$ cat src/sv/assert_macros.svh
// ---------------------------------------------------------------------------
// assertion macros
// shared concurrent assertion forms for the rtl
// ---------------------------------------------------------------------------
`ifndef ASSERT_MACROS_SVH
`define ASSERT_MACROS_SVH

// same-cycle implication under reset
`define ASSERT_IMPLIES(label, clk, rst_n, ante, cons) \
  label: assert property (@(posedge clk) disable iff (!rst_n) (ante) |-> (cons)) \
    else $error("assertion failed");

// next-cycle implication under reset
`define ASSERT_NEXT(label, clk, rst_n, ante, cons) \
  label: assert property (@(posedge clk) disable iff (!rst_n) (ante) |=> (cons)) \
    else $error("assertion failed");

`endif

$ cat src/sv/brp_pkg.sv
// ---------------------------------------------------------------------------
// brp_pkg
// shared widths and codes for the buffer replacement policy block
// ---------------------------------------------------------------------------
package brp_pkg;

  localparam int unsigned CLUSTER_W = 16;
  localparam int unsigned OUTCOME_W = 2;
  localparam int unsigned SLOT_FIELD_W = 2;
  localparam int unsigned TOTAL_W = 16;
  localparam int unsigned TIME_W = 32;
  localparam int unsigned COUNT_W = 16;
  localparam int unsigned MODE_W = 2;

  localparam logic [OUTCOME_W-1:0] OUTCOME_HIT = 2'd0;
  localparam logic [OUTCOME_W-1:0] OUTCOME_FILL = 2'd1;
  localparam logic [OUTCOME_W-1:0] OUTCOME_REPLACE = 2'd2;

  localparam logic [MODE_W-1:0] MODE_FIFO = 2'd0;
  localparam logic [MODE_W-1:0] MODE_LRU = 2'd1;

  localparam logic [TIME_W-1:0] TIME_MAX = '1;
  localparam logic [COUNT_W-1:0] COUNT_MAX = '1;
  localparam logic [TOTAL_W-1:0] TOTAL_MAX = '1;

endpackage

$ cat src/sv/brp_match.sv
// ---------------------------------------------------------------------------
// brp_match
// parallel tag compare over all slots, lowest valid match wins
// ---------------------------------------------------------------------------
module brp_match import brp_pkg::*; #(
  parameter int unsigned SLOTS = 4,
  parameter int unsigned TAG_BITS = 16,
  parameter int unsigned IDX_W = (SLOTS > 1) ? $clog2(SLOTS) : 1
) (
  input  logic [SLOTS-1:0][TAG_BITS-1:0] tags_i,
  input  logic [SLOTS-1:0]               valid_i,
  input  logic [TAG_BITS-1:0]            tag_i,
  output logic                           hit_o,
  output logic [IDX_W-1:0]               hit_idx_o
);

  always_comb begin
    hit_o = 1'b0;
    hit_idx_o = '0;
    for (int s = SLOTS - 1; s >= 0; s--) begin
      if (valid_i[s] && (tags_i[s] == tag_i)) begin
        hit_o = 1'b1;
        hit_idx_o = IDX_W'(s);
      end
    end
  end

endmodule

$ cat src/sv/brp_victim.sv
// ---------------------------------------------------------------------------
// brp_victim
// minimum key search as a compare tree, lower index wins ties
// ---------------------------------------------------------------------------
module brp_victim import brp_pkg::*; #(
  parameter int unsigned SLOTS = 4,
  parameter int unsigned IDX_W = (SLOTS > 1) ? $clog2(SLOTS) : 1
) (
  input  logic [SLOTS-1:0][TIME_W-1:0] keys_i,
  output logic [IDX_W-1:0]             victim_o
);

  localparam int unsigned LEAVES = 1 << IDX_W;

  logic [TIME_W-1:0] key_l [IDX_W+1][LEAVES];
  logic [IDX_W-1:0]  idx_l [IDX_W+1][LEAVES];

  always_comb begin
    for (int l = 0; l <= IDX_W; l++) begin
      for (int n = 0; n < LEAVES; n++) begin
        key_l[l][n] = '0;
        idx_l[l][n] = '0;
      end
    end
    // padded leaves carry the largest key so a real slot always wins
    for (int n = 0; n < LEAVES; n++) begin
      key_l[0][n] = (n < SLOTS) ? keys_i[n] : TIME_MAX;
      idx_l[0][n] = IDX_W'(n);
    end
    for (int l = 0; l < IDX_W; l++) begin
      for (int n = 0; n < (LEAVES >> (l + 1)); n++) begin
        if (key_l[l][2*n+1] < key_l[l][2*n]) begin
          key_l[l+1][n] = key_l[l][2*n+1];
          idx_l[l+1][n] = idx_l[l][2*n+1];
        end else begin
          key_l[l+1][n] = key_l[l][2*n];
          idx_l[l+1][n] = idx_l[l][2*n];
        end
      end
    end
  end

  assign victim_o = idx_l[IDX_W][0];

endmodule

$ cat src/sv/buffer_replacement_policy_top.sv
// a request is captured in the input register (in_valid_q, tag_q), then processed and its
//   result registered in the output register; a stalled output holds both registers
// throughput: one request per cycle while the output is not stalled, set by the combinational
//   tag compare, victim compare tree and slot state update in the processing stage
// reset: all slots empty, counters and request clock zero, policy fifo
// ---------------------------------------------------------------------------
// buffer_replacement_policy_top
// four-slot style associative buffer with fifo, lru or lfu replacement
// ---------------------------------------------------------------------------
`include "assert_macros.svh"

module buffer_replacement_policy_top import brp_pkg::*; #(
  parameter int unsigned SLOTS = 4,
  parameter int unsigned TAG_BITS = 16
) (
  input  logic                    clk_i,
  input  logic                    rst_ni,
  input  logic                    cfg_we_i,
  input  logic [MODE_W-1:0]       cfg_wdata_i,
  input  logic                    in_valid_i,
  output logic                    in_ready_o,
  input  logic [CLUSTER_W-1:0]    cluster_id_i,
  output logic                    out_valid_o,
  input  logic                    out_ready_i,
  output logic [OUTCOME_W-1:0]    outcome_o,
  output logic [SLOT_FIELD_W-1:0] slot_used_o,
  output logic [CLUSTER_W-1:0]    evicted_cluster_o,
  output logic [TOTAL_W-1:0]      replacement_total_o
);

  localparam int unsigned IDX_W = (SLOTS > 1) ? $clog2(SLOTS) : 1;
  localparam int unsigned FILL_W = $clog2(SLOTS + 1);

  logic [MODE_W-1:0] mode_q;

  logic                in_valid_q;
  logic [TAG_BITS-1:0] tag_q;

  logic [SLOTS-1:0][TAG_BITS-1:0] slot_tag_q, slot_tag_d;
  logic [SLOTS-1:0]               slot_valid_q, slot_valid_d;
  logic [SLOTS-1:0][TIME_W-1:0]   slot_load_q, slot_load_d;
  logic [SLOTS-1:0][TIME_W-1:0]   slot_last_q, slot_last_d;
  logic [SLOTS-1:0][COUNT_W-1:0]  slot_count_q, slot_count_d;
  logic [TIME_W-1:0]              clock_q, clock_d;
  logic [FILL_W-1:0]              filled_q, filled_d;
  logic [TOTAL_W-1:0]             replace_q, replace_d;

  logic                    out_valid_q;
  logic [OUTCOME_W-1:0]    outcome_q, outcome_d;
  logic [SLOT_FIELD_W-1:0] slot_used_q, slot_used_d;
  logic [CLUSTER_W-1:0]    evicted_q, evicted_d;
  logic [TOTAL_W-1:0]      total_q, total_d;

  logic                         advance;
  logic                         process;
  logic                         hit;
  logic [IDX_W-1:0]             hit_idx;
  logic [IDX_W-1:0]             victim_idx;
  logic [IDX_W-1:0]             target;
  logic [SLOTS-1:0][TIME_W-1:0] keys;
  logic                         fill_full;
  logic                         out_replace;
  logic                         fill_step;

  assign advance = !out_valid_q || out_ready_i;
  assign process = in_valid_q && advance;
  assign in_ready_o = !in_valid_q || advance;

  brp_match #(
    .SLOTS    (SLOTS),
    .TAG_BITS (TAG_BITS),
    .IDX_W    (IDX_W)
  ) u_match (
    .tags_i    (slot_tag_q),
    .valid_i   (slot_valid_q),
    .tag_i     (tag_q),
    .hit_o     (hit),
    .hit_idx_o (hit_idx)
  );

  always_comb begin
    for (int s = 0; s < SLOTS; s++) begin
      case (mode_q)
        MODE_FIFO: keys[s] = slot_load_q[s];
        MODE_LRU:  keys[s] = slot_last_q[s];
        default:   keys[s] = TIME_W'(slot_count_q[s]);
      endcase
    end
  end

  brp_victim #(
    .SLOTS (SLOTS),
    .IDX_W (IDX_W)
  ) u_victim (
    .keys_i   (keys),
    .victim_o (victim_idx)
  );

  always_comb begin
    slot_tag_d = slot_tag_q;
    slot_valid_d = slot_valid_q;
    slot_load_d = slot_load_q;
    slot_last_d = slot_last_q;
    slot_count_d = slot_count_q;
    filled_d = filled_q;
    replace_d = replace_q;
    clock_d = (clock_q != TIME_MAX) ? clock_q + 1'b1 : clock_q;
    evicted_d = '0;
    target = hit_idx;
    if (hit) begin
      outcome_d = OUTCOME_HIT;
      slot_last_d[target] = clock_d;
      if (slot_count_q[target] != COUNT_MAX) begin
        slot_count_d[target] = slot_count_q[target] + 1'b1;
      end
    end else begin
      if (filled_q < FILL_W'(SLOTS)) begin
        outcome_d = OUTCOME_FILL;
        target = filled_q[IDX_W-1:0];
        filled_d = filled_q + 1'b1;
      end else begin
        outcome_d = OUTCOME_REPLACE;
        target = victim_idx;
        evicted_d = CLUSTER_W'(slot_tag_q[victim_idx]);
        if (replace_q != TOTAL_MAX) begin
          replace_d = replace_q + 1'b1;
        end
      end
      slot_tag_d[target] = tag_q;
      slot_valid_d[target] = 1'b1;
      slot_load_d[target] = clock_d;
      slot_last_d[target] = clock_d;
      slot_count_d[target] = COUNT_W'(1);
    end
    slot_used_d = SLOT_FIELD_W'(target);
    total_d = replace_d;
  end

  always_ff @(posedge clk_i or negedge rst_ni) begin
    if (!rst_ni) begin
      mode_q <= MODE_FIFO;
      in_valid_q <= 1'b0;
      out_valid_q <= 1'b0;
      slot_tag_q <= '0;
      slot_valid_q <= '0;
      slot_load_q <= '0;
      slot_last_q <= '0;
      slot_count_q <= '0;
      clock_q <= '0;
      filled_q <= '0;
      replace_q <= '0;
    end else begin
      if (cfg_we_i) begin
        mode_q <= cfg_wdata_i;
      end
      if (in_ready_o) begin
        in_valid_q <= in_valid_i;
      end
      if (advance) begin
        out_valid_q <= in_valid_q;
      end
      if (process) begin
        slot_tag_q <= slot_tag_d;
        slot_valid_q <= slot_valid_d;
        slot_load_q <= slot_load_d;
        slot_last_q <= slot_last_d;
        slot_count_q <= slot_count_d;
        clock_q <= clock_d;
        filled_q <= filled_d;
        replace_q <= replace_d;
      end
    end
  end

  always_ff @(posedge clk_i) begin
    if (in_valid_i && in_ready_o) begin
      tag_q <= TAG_BITS'(cluster_id_i);
    end
    if (process) begin
      outcome_q <= outcome_d;
      slot_used_q <= slot_used_d;
      evicted_q <= evicted_d;
      total_q <= total_d;
    end
  end

  assign out_valid_o = out_valid_q;
  assign outcome_o = outcome_q;
  assign slot_used_o = slot_used_q;
  assign evicted_cluster_o = evicted_q;
  assign replacement_total_o = total_q;

  assign fill_full = (filled_q == FILL_W'(SLOTS));
  assign out_replace = out_valid_q && (outcome_q == OUTCOME_REPLACE);
  assign fill_step = process && !hit && !fill_full;

  `ASSERT_IMPLIES(a_fill_bound, clk_i, rst_ni, 1'b1, filled_q <= FILL_W'(SLOTS))
  `ASSERT_IMPLIES(a_valid_count, clk_i, rst_ni, 1'b1, $countones(slot_valid_q) == filled_q)
  `ASSERT_IMPLIES(a_replace_full, clk_i, rst_ni, out_replace, fill_full)
  `ASSERT_NEXT(a_fill_grows, clk_i, rst_ni, fill_step, filled_q == $past(filled_q) + 1'b1)

endmodule

$ cat config.mk
export PLATFORM = sky130hd
export DESIGN_NAME = buffer_replacement_policy_top
export DESIGN_NICKNAME = d
export VERILOG_FILES = /design/src/sv/brp_pkg.sv /design/src/sv/brp_match.sv /design/src/sv/brp_victim.sv /design/src/sv/buffer_replacement_policy_top.sv
export VERILOG_INCLUDE_DIRS = /design/src /design/src/sv
export SDC_FILE = /design/constraint.sdc
export NUM_CORES = 1
export LEC_CHECK = 0
export ABC_AREA = 1
export BUFFER_PORTS_ARGS = -buffer_cell sky130_fd_sc_hd__buf_2
export CAP_MARGIN = 10
export CORE_MARGIN = 2
export CORE_UTILIZATION = 30
export CTS_BUF_LIST = sky130_fd_sc_hd__clkbuf_4 sky130_fd_sc_hd__clkbuf_8 sky130_fd_sc_hd__clkbuf_16
export DETAILED_ROUTE_END_ITERATION = 10
export GPL_ROUTABILITY_DRIVEN = 0
export PLACE_DENSITY = 0.55
export REMOVE_ABC_BUFFERS = 1
export SLEW_MARGIN = 25
export SYNTH_ARGS = -nofsm -noshare
export SYNTH_HDL_FRONTEND = slang
export SYNTH_SLANG_ARGS = --single-unit
$ cat constraint.sdc
create_clock -name clk_i -period 7.3 [get_ports clk_i]
set_clock_uncertainty 0.05 [all_clocks]
set_input_delay 1.46 -clock clk_i [delete_from_list [all_inputs] [get_ports clk_i]]
set_output_delay 1.46 -clock clk_i [all_outputs]
set_load 0.005 [all_outputs]
==> results.toml, run 1 <==
[outcome]
status = "complete, no violations"

[finish]
multi_input_area_um2 = 12400
design_area_um2 = 30600
n_antenna_cell = 0
num-nets-final = 3562
area_growth_pct = 13.1
drive_gt1_share_pct = 8.50
n_fill_cell = 9416
seq_area_um2 = 12600

[worst_hold_path]
hold_class = "reg2reg"

[timing]
grt_setup_unrepaired = "false"
whs_ns = 0.427
period_needed_ns = 6.80
slew_violations = 0
max_slew.worst_pin.slew_ns = 1.01
setup_viol = 0
hold_violations = 0
relSlewSlack_pct = 32.1
fin_ws_ns = 0.502
fmax_mhz = 147
final.setup.tns_ns = 0
period_share_pct = 93.1

[clock_tree]
clock-root-buffer = "clkbuf_16"
cts.path.max_buffers = 3
tritoncts = "yes"
cts_resized = 0
hold_buffers = 0
htree_levels = 2
clock-sinks = 495
cts-buffers-inserted = 57
insertion_delay_ns = 0.66
clk_pin_slew_ns = 0.06
post_cts_buffers = 0

[critical_path]
cp.buffers_inverters = 6
start_kind = "flop"
critical_path_required_ns = 7.71
cp-end-kind = "flop"
critPathMaxStageDelay_ns = 0.45
crit_family = "simple AND/OR/NAND/NOR gates"
cp.arrival_ns = 7.21
crit_top_cell = "nand2_1"
critPathKind = "reg2reg"
cpMaxStageDelayCell = "dfrtp_1"
cp_max_fo = 44

[synth]
synth_area_leaders = "dfrtp_1, nand2_1, o21ai_0"
syn_area_um2 = 27000
async_flop_share_pct = 89.5
yosysTopAreaCell = "dfrtp_1"
synth-edff-count = 52
synth-seq-cells = 495
ys_warn_count = 0
synth_flop_cell = "dfrtp_1"
synth_top_area_share_pct = 41.0
yosysSeqAreaShare_pct = 46.8
synthCells = 3440
synth_commonest_cells = "nand2_1, dfrtp_1, o21ai_0"
synth_most_common_cell = "nand2_1"
synthDistinctLibCells = 62
syn_avg_cell_area_um2 = 7.86

[pwr]
total_power_uw = 11600
cellPowerDensity_nw_per_um2 = 379
p_leak_uw = 0.0143
ir_drop_v = 0.000289

[placement]
placed_area_um2 = 28500
place_ws_ns = 0.370
portBuffers = 60
dp_hpwl_mm = 60.1

[floorplanning]
row_count = 110
io_pins = 61
fp.dieW_um = 304
die_y_um = 304
initial_core_util_pct = 30.2
die_area_um2 = 92500
fp.coreArea_um2 = 89600

[route]
ant_nets = 0
dr.pass1.iters = 6
drt_iter0_drc = 2117
vias_per_cell = 5.02
finalWirelength_mm = 86.6
wl_per_cell_um = 18.6
num_vias = 23400
drc = 0

[global_routing]
grt_pass1_wl_mm = 136
grt_usage_pct = 18.6
grt_pass1_vias = 22500
gr-total-overflow = 0
grt_max_degree = 175
antenna_found_initial = 0

[job]
drv_cap = 0
## flip-flops by register name, indices dropped and copies added (netlist names)
signal	cells
slot_last_q	128
out_valid_o	1
slot_valid_q	4
filled_q	3
in_valid_q	1
replacement_total_o	16
slot_used_o	2
slot_count_q	64
tag_q	16
slot_load_q	128
slot_tag_q	64
mode_q	2
outcome_o	2
evicted_cluster_o	16
clock_q	32
replace_q	16
## worst min-delay path, stage by stage, from the launching register on
cell and delay, ns:
dfrtp_1 0.34, nand2_1 0.05, nand2_1 0.05
## worst paths after layout
check	startpoint	end	slack, ns	cells past startpoint
max in group asynchronous	rst_ni	slot_load_q[7]$_DFFE_PN0P_	5.02	3
setup reg to reg	mode_q[1]$_DFFE_PN0P_	slot_last_q[61]$_DFFE_PN0P_	0.50	34
setup / recovery	mode_q[1]$_DFFE_PN0P_	slot_last_q[61]$_DFFE_PN0P_	0.50	34
hold / removal	slot_last_q[23]$_DFFE_PN0P_	slot_last_q[23]$_DFFE_PN0P_	0.43	2
hold reg to reg	slot_last_q[23]$_DFFE_PN0P_	slot_last_q[23]$_DFFE_PN0P_	0.43	2
min in group asynchronous	rst_ni	slot_tag_q[20]$_DFFE_PN0P_	0.71	1
## cell families (layout without fill, tap and decap cells)
family                     after synthesis  after routing  synth area share (%)
adders and majority gates               97             97                  4.49
and+or+nand+nor                       1607           1607                  25.0
xor gates and xnor gates                61             61                  2.00
muxes                                    1              1                0.0417
buffers and inverters                  487            531                  7.44
AOI/OAI and AO/OA                      692            692                  14.2
DFF                                    495            495                  46.8
## final cells by class
| cell class | count | area share (%) |
|---|---|---|
| Tap cell | 1176 | 4.81 |
| Multi-Input combinational cell | 2458 | 40.7 |
| Clock inverter | 26 | 1.36 |
| Clock buffer | 75 | 5.21 |
| Timing Repair Buffer | 101 | 2.51 |
| Inverter | 329 | 4.08 |
| Sequential cell | 495 | 41.4 |
## per-layer routing
layer	part of all wire, %	global-route usage (%)	wire length (um)
met1	46	26.8	40000
met2	44	28.5	37800
met3	6.9	2.93	5960
met4	3.3	6.34	2850
met5	0	0	0
## per-stage QoR
| step | util (%) | instances |
|---|---|---|
| after floorplan | - | 3282 |
| after global placement | 31.8 | 4558 |
| after detailed placement | 31.8 | 4558 |
| after CTS | 34.1 | 4659 |
| after global routing | 34.1 | 4660 |
| final | 34.1 | 4660 |
## power by group
| part | internal (uW) | leakage [uW] | switching [uW] |
|---|---|---|---|
| sequential | 3470 | 0.00645 | 426 |
| combinational | 1400 | 0.00686 | 3200 |
| clock | 1860 | 0.000979 | 1230 |
## cell usage in the layout, fill, tap and decap left out, types with 9 or more instances in the layout
master	count
buf_12	10
o22ai_1	51
nand3_1	124
or2_2	11
nand2_2	12
clkbuf_4	13
clkbuf_16	57
dfrtp_1	443
o221ai_1	13
o21ai_1	138
nor3_1	42
nor4_1	34
nor2_1	234
inv_1	297
o211ai_1	40
buf_4	29
buf_2	59
edfxtp_1	52
inv_2	27
ha_1	97
o21bai_1	21
bufinv_16	9
a21oi_1	71
nand4_1	47
xor2_1	53
nand2_1	1053
o21ai_0	321
Note: power is estimated with default switching activity, not from simulation.
==> inputs of run 2 (changes only) <==
==> constraint.sdc (replaced) <==
create_clock -name clk_i -period 8.73 [get_ports clk_i]
set_clock_uncertainty 0.05 [all_clocks]
set_input_delay 1.746 -clock clk_i [delete_from_list [all_inputs] [get_ports clk_i]]
set_output_delay 1.746 -clock clk_i [all_outputs]
set_load 0.005 [all_outputs]
==> results.toml, run 2 (same netlist as run 1, synthesis figures left out) <==
[pwr]
clkPwrFrac_pct = 26.8
total_power_uw = 9700
seq_power_share_pct = 33.7
p_leak_uw = 0.0143
cellPowerDensity_nw_per_um2 = 318
p_sw_share_pct = 42.0
combinationalPowerShare_pct = 39.5
p_int_uw = 5630
ir_drop_v = 0.000223
switchingPower_uw = 4080

[timing]
fmax_mhz = 123
whs_ns = 0.429
period_share_pct = 92.9
grt_setup_unrepaired = "false"
fin_ws_ns = 0.617
relSlewSlack_pct = 35.0
period_needed_ns = 8.11
setup_viol = 0
slew_violations = 0
hold_violations = 0
max_slew.worst_pin.slew_ns = 0.975

[global_routing]
grt_max_degree = 133
grt_pass1_wl_mm = 135
antenna_found_initial = 0
grt_pass1_vias = 22300
grt_usage_pct = 18.4
gr-total-overflow = 0

[finish]
drive_gt1_share_pct = 8.57
num-nets-final = 3563
finalNonFillerCells = 4664
area_growth_pct = 12.9
layout_commonest_cell = "nand2_1"
final_cell_mix = "nand2_1, dfrtp_1, o21ai_0, inv_1, nor2_1"
n_antenna_cell = 0
design_area_um2 = 30500
reg_top3 = "slot_last_q (128), slot_load_q (128)"

[critical_path]
start_kind = "flop"
cp-end-kind = "flop"
cp.arrival_ns = 8.54
reg2regPathDepth = 34
cp.buffers_inverters = 6
crit_family = "simple AND/OR/NAND/NOR gates"
cpMaxStageDelayCell = "dfrtp_1"
cp_max_fo = 64
critPathMaxStageDelay_ns = 0.98
path_depth = 34
critical_path_required_ns = 9.16
critPathKind = "reg2reg"
crit_top_cell = "nand2_1"

[route]
drc = 0
vias_per_cell = 5.01
num_vias = 23400
wl_per_cell_um = 18.5
dr.pass1.iters = 6
finalWirelength_mm = 86.2
drt_iter0_drc = 2113
ant_nets = 0

[worst_hold_path]
hold_class = "reg2reg"
hold_depth = 2

[placement]
portBuffers = 60
dp_hpwl_mm = 59.5
placed_area_um2 = 28500
dp.cells = 4559
place_ws_ns = 0.672

[floorplanning]
row_count = 110
fp.dieW_um = 304
initial_core_util_pct = 30.2
fp.coreArea_um2 = 89600
io_pins = 61
die_area_um2 = 92500
die_y_um = 304

[clock_tree]
tritoncts = "yes"
clock-sinks = 495
clock-root-buffer = "clkbuf_16"
cts_resized = 0
cts.path.max_buffers = 3
htree_levels = 2
insertion_delay_ns = 0.64
clk_pin_slew_ns = 0.06
cts-buffers-inserted = 58
post_cts_buffers = 0
hold_buffers = 0

[outcome]
status = "complete, no violations"

[job]
drv_cap = 0
run 2: cell count changes in the layout (fill, tap and decap cells not counted), sizes merged:
cell | before | now
clkbuf | 75 | 76
bufinv | 9 | 8
clkinvlp | 7 | 2
clkinv | 10 | 18
inv | 329 | 330
run 2: worst register-to-register path: cells and delay by family (launching register included):
family	cells	cell delay, ns
AOI/OAI and AO/OA	4	0.53
adders and majority gates	2	0.63
buffers and inverters	6	1.55
DFF	1	0.98
and+or+nand+nor	22	4.22
run 2: through the flow:
step | TNS, ns | util (%)
floorplan | -75.23 | -
global placement | 0 | 31.8
detailed placement | 0 | 31.8
CTS | 0 | 34.1
global route | 0 | 34.1
finish | 0 | 34.1
run 2: final timing paths:
kind                                                end                         from  slack [ns]
max                         slot_load_q[54]$_DFFE_PN0P_        mode_q[1]$_DFFE_PN0P_        0.62
min                         slot_last_q[24]$_DFFE_PN0P_  slot_last_q[24]$_DFFE_PN0P_        0.43
max reg2reg                 slot_load_q[54]$_DFFE_PN0P_        mode_q[1]$_DFFE_PN0P_        0.62
min reg2reg                 slot_last_q[24]$_DFFE_PN0P_  slot_last_q[24]$_DFFE_PN0P_        0.43
max in group asynchronous  slot_count_q[28]$_DFFE_PN0P_                       rst_ni        6.22
min in group asynchronous    slot_tag_q[20]$_DFFE_PN0P_                       rst_ni        1.03
run 2: layout make-up:
type	instances	area [um2]
Clock buffer	76	1650
Clock inverter	29	365
Fill cell	9471	59100
Inverter	329	1240
Multi-Input combinational cell	2458	12400
Sequential cell	495	12600
Tap cell	1176	1470
Timing Repair Buffer	101	718
run 2: power by group through the flow:
stage / Combinational [uW] / Clock, uW / Sequential (uW)
floorplan: 2460 / 0 / 3190
global placement: 3770 / 0 / 3300
detailed placement: 3820 / 0 / 3300
CTS: 3830 / 2660 / 3270
global route: 4330 / 2750 / 3330
finish: 3830 / 2600 / 3270
run 2: routing by layer:
metal | track usage [%] | vias up | wire length, um
met5 | 0 | - | 0
met4 | 4.86 | 0 | 2030
met3 | 2.63 | 127 | 5490
met2 | 28.5 | 708 | 37900
met1 | 26.8 | 11200 | 40900
li1 | - | 11300 | -
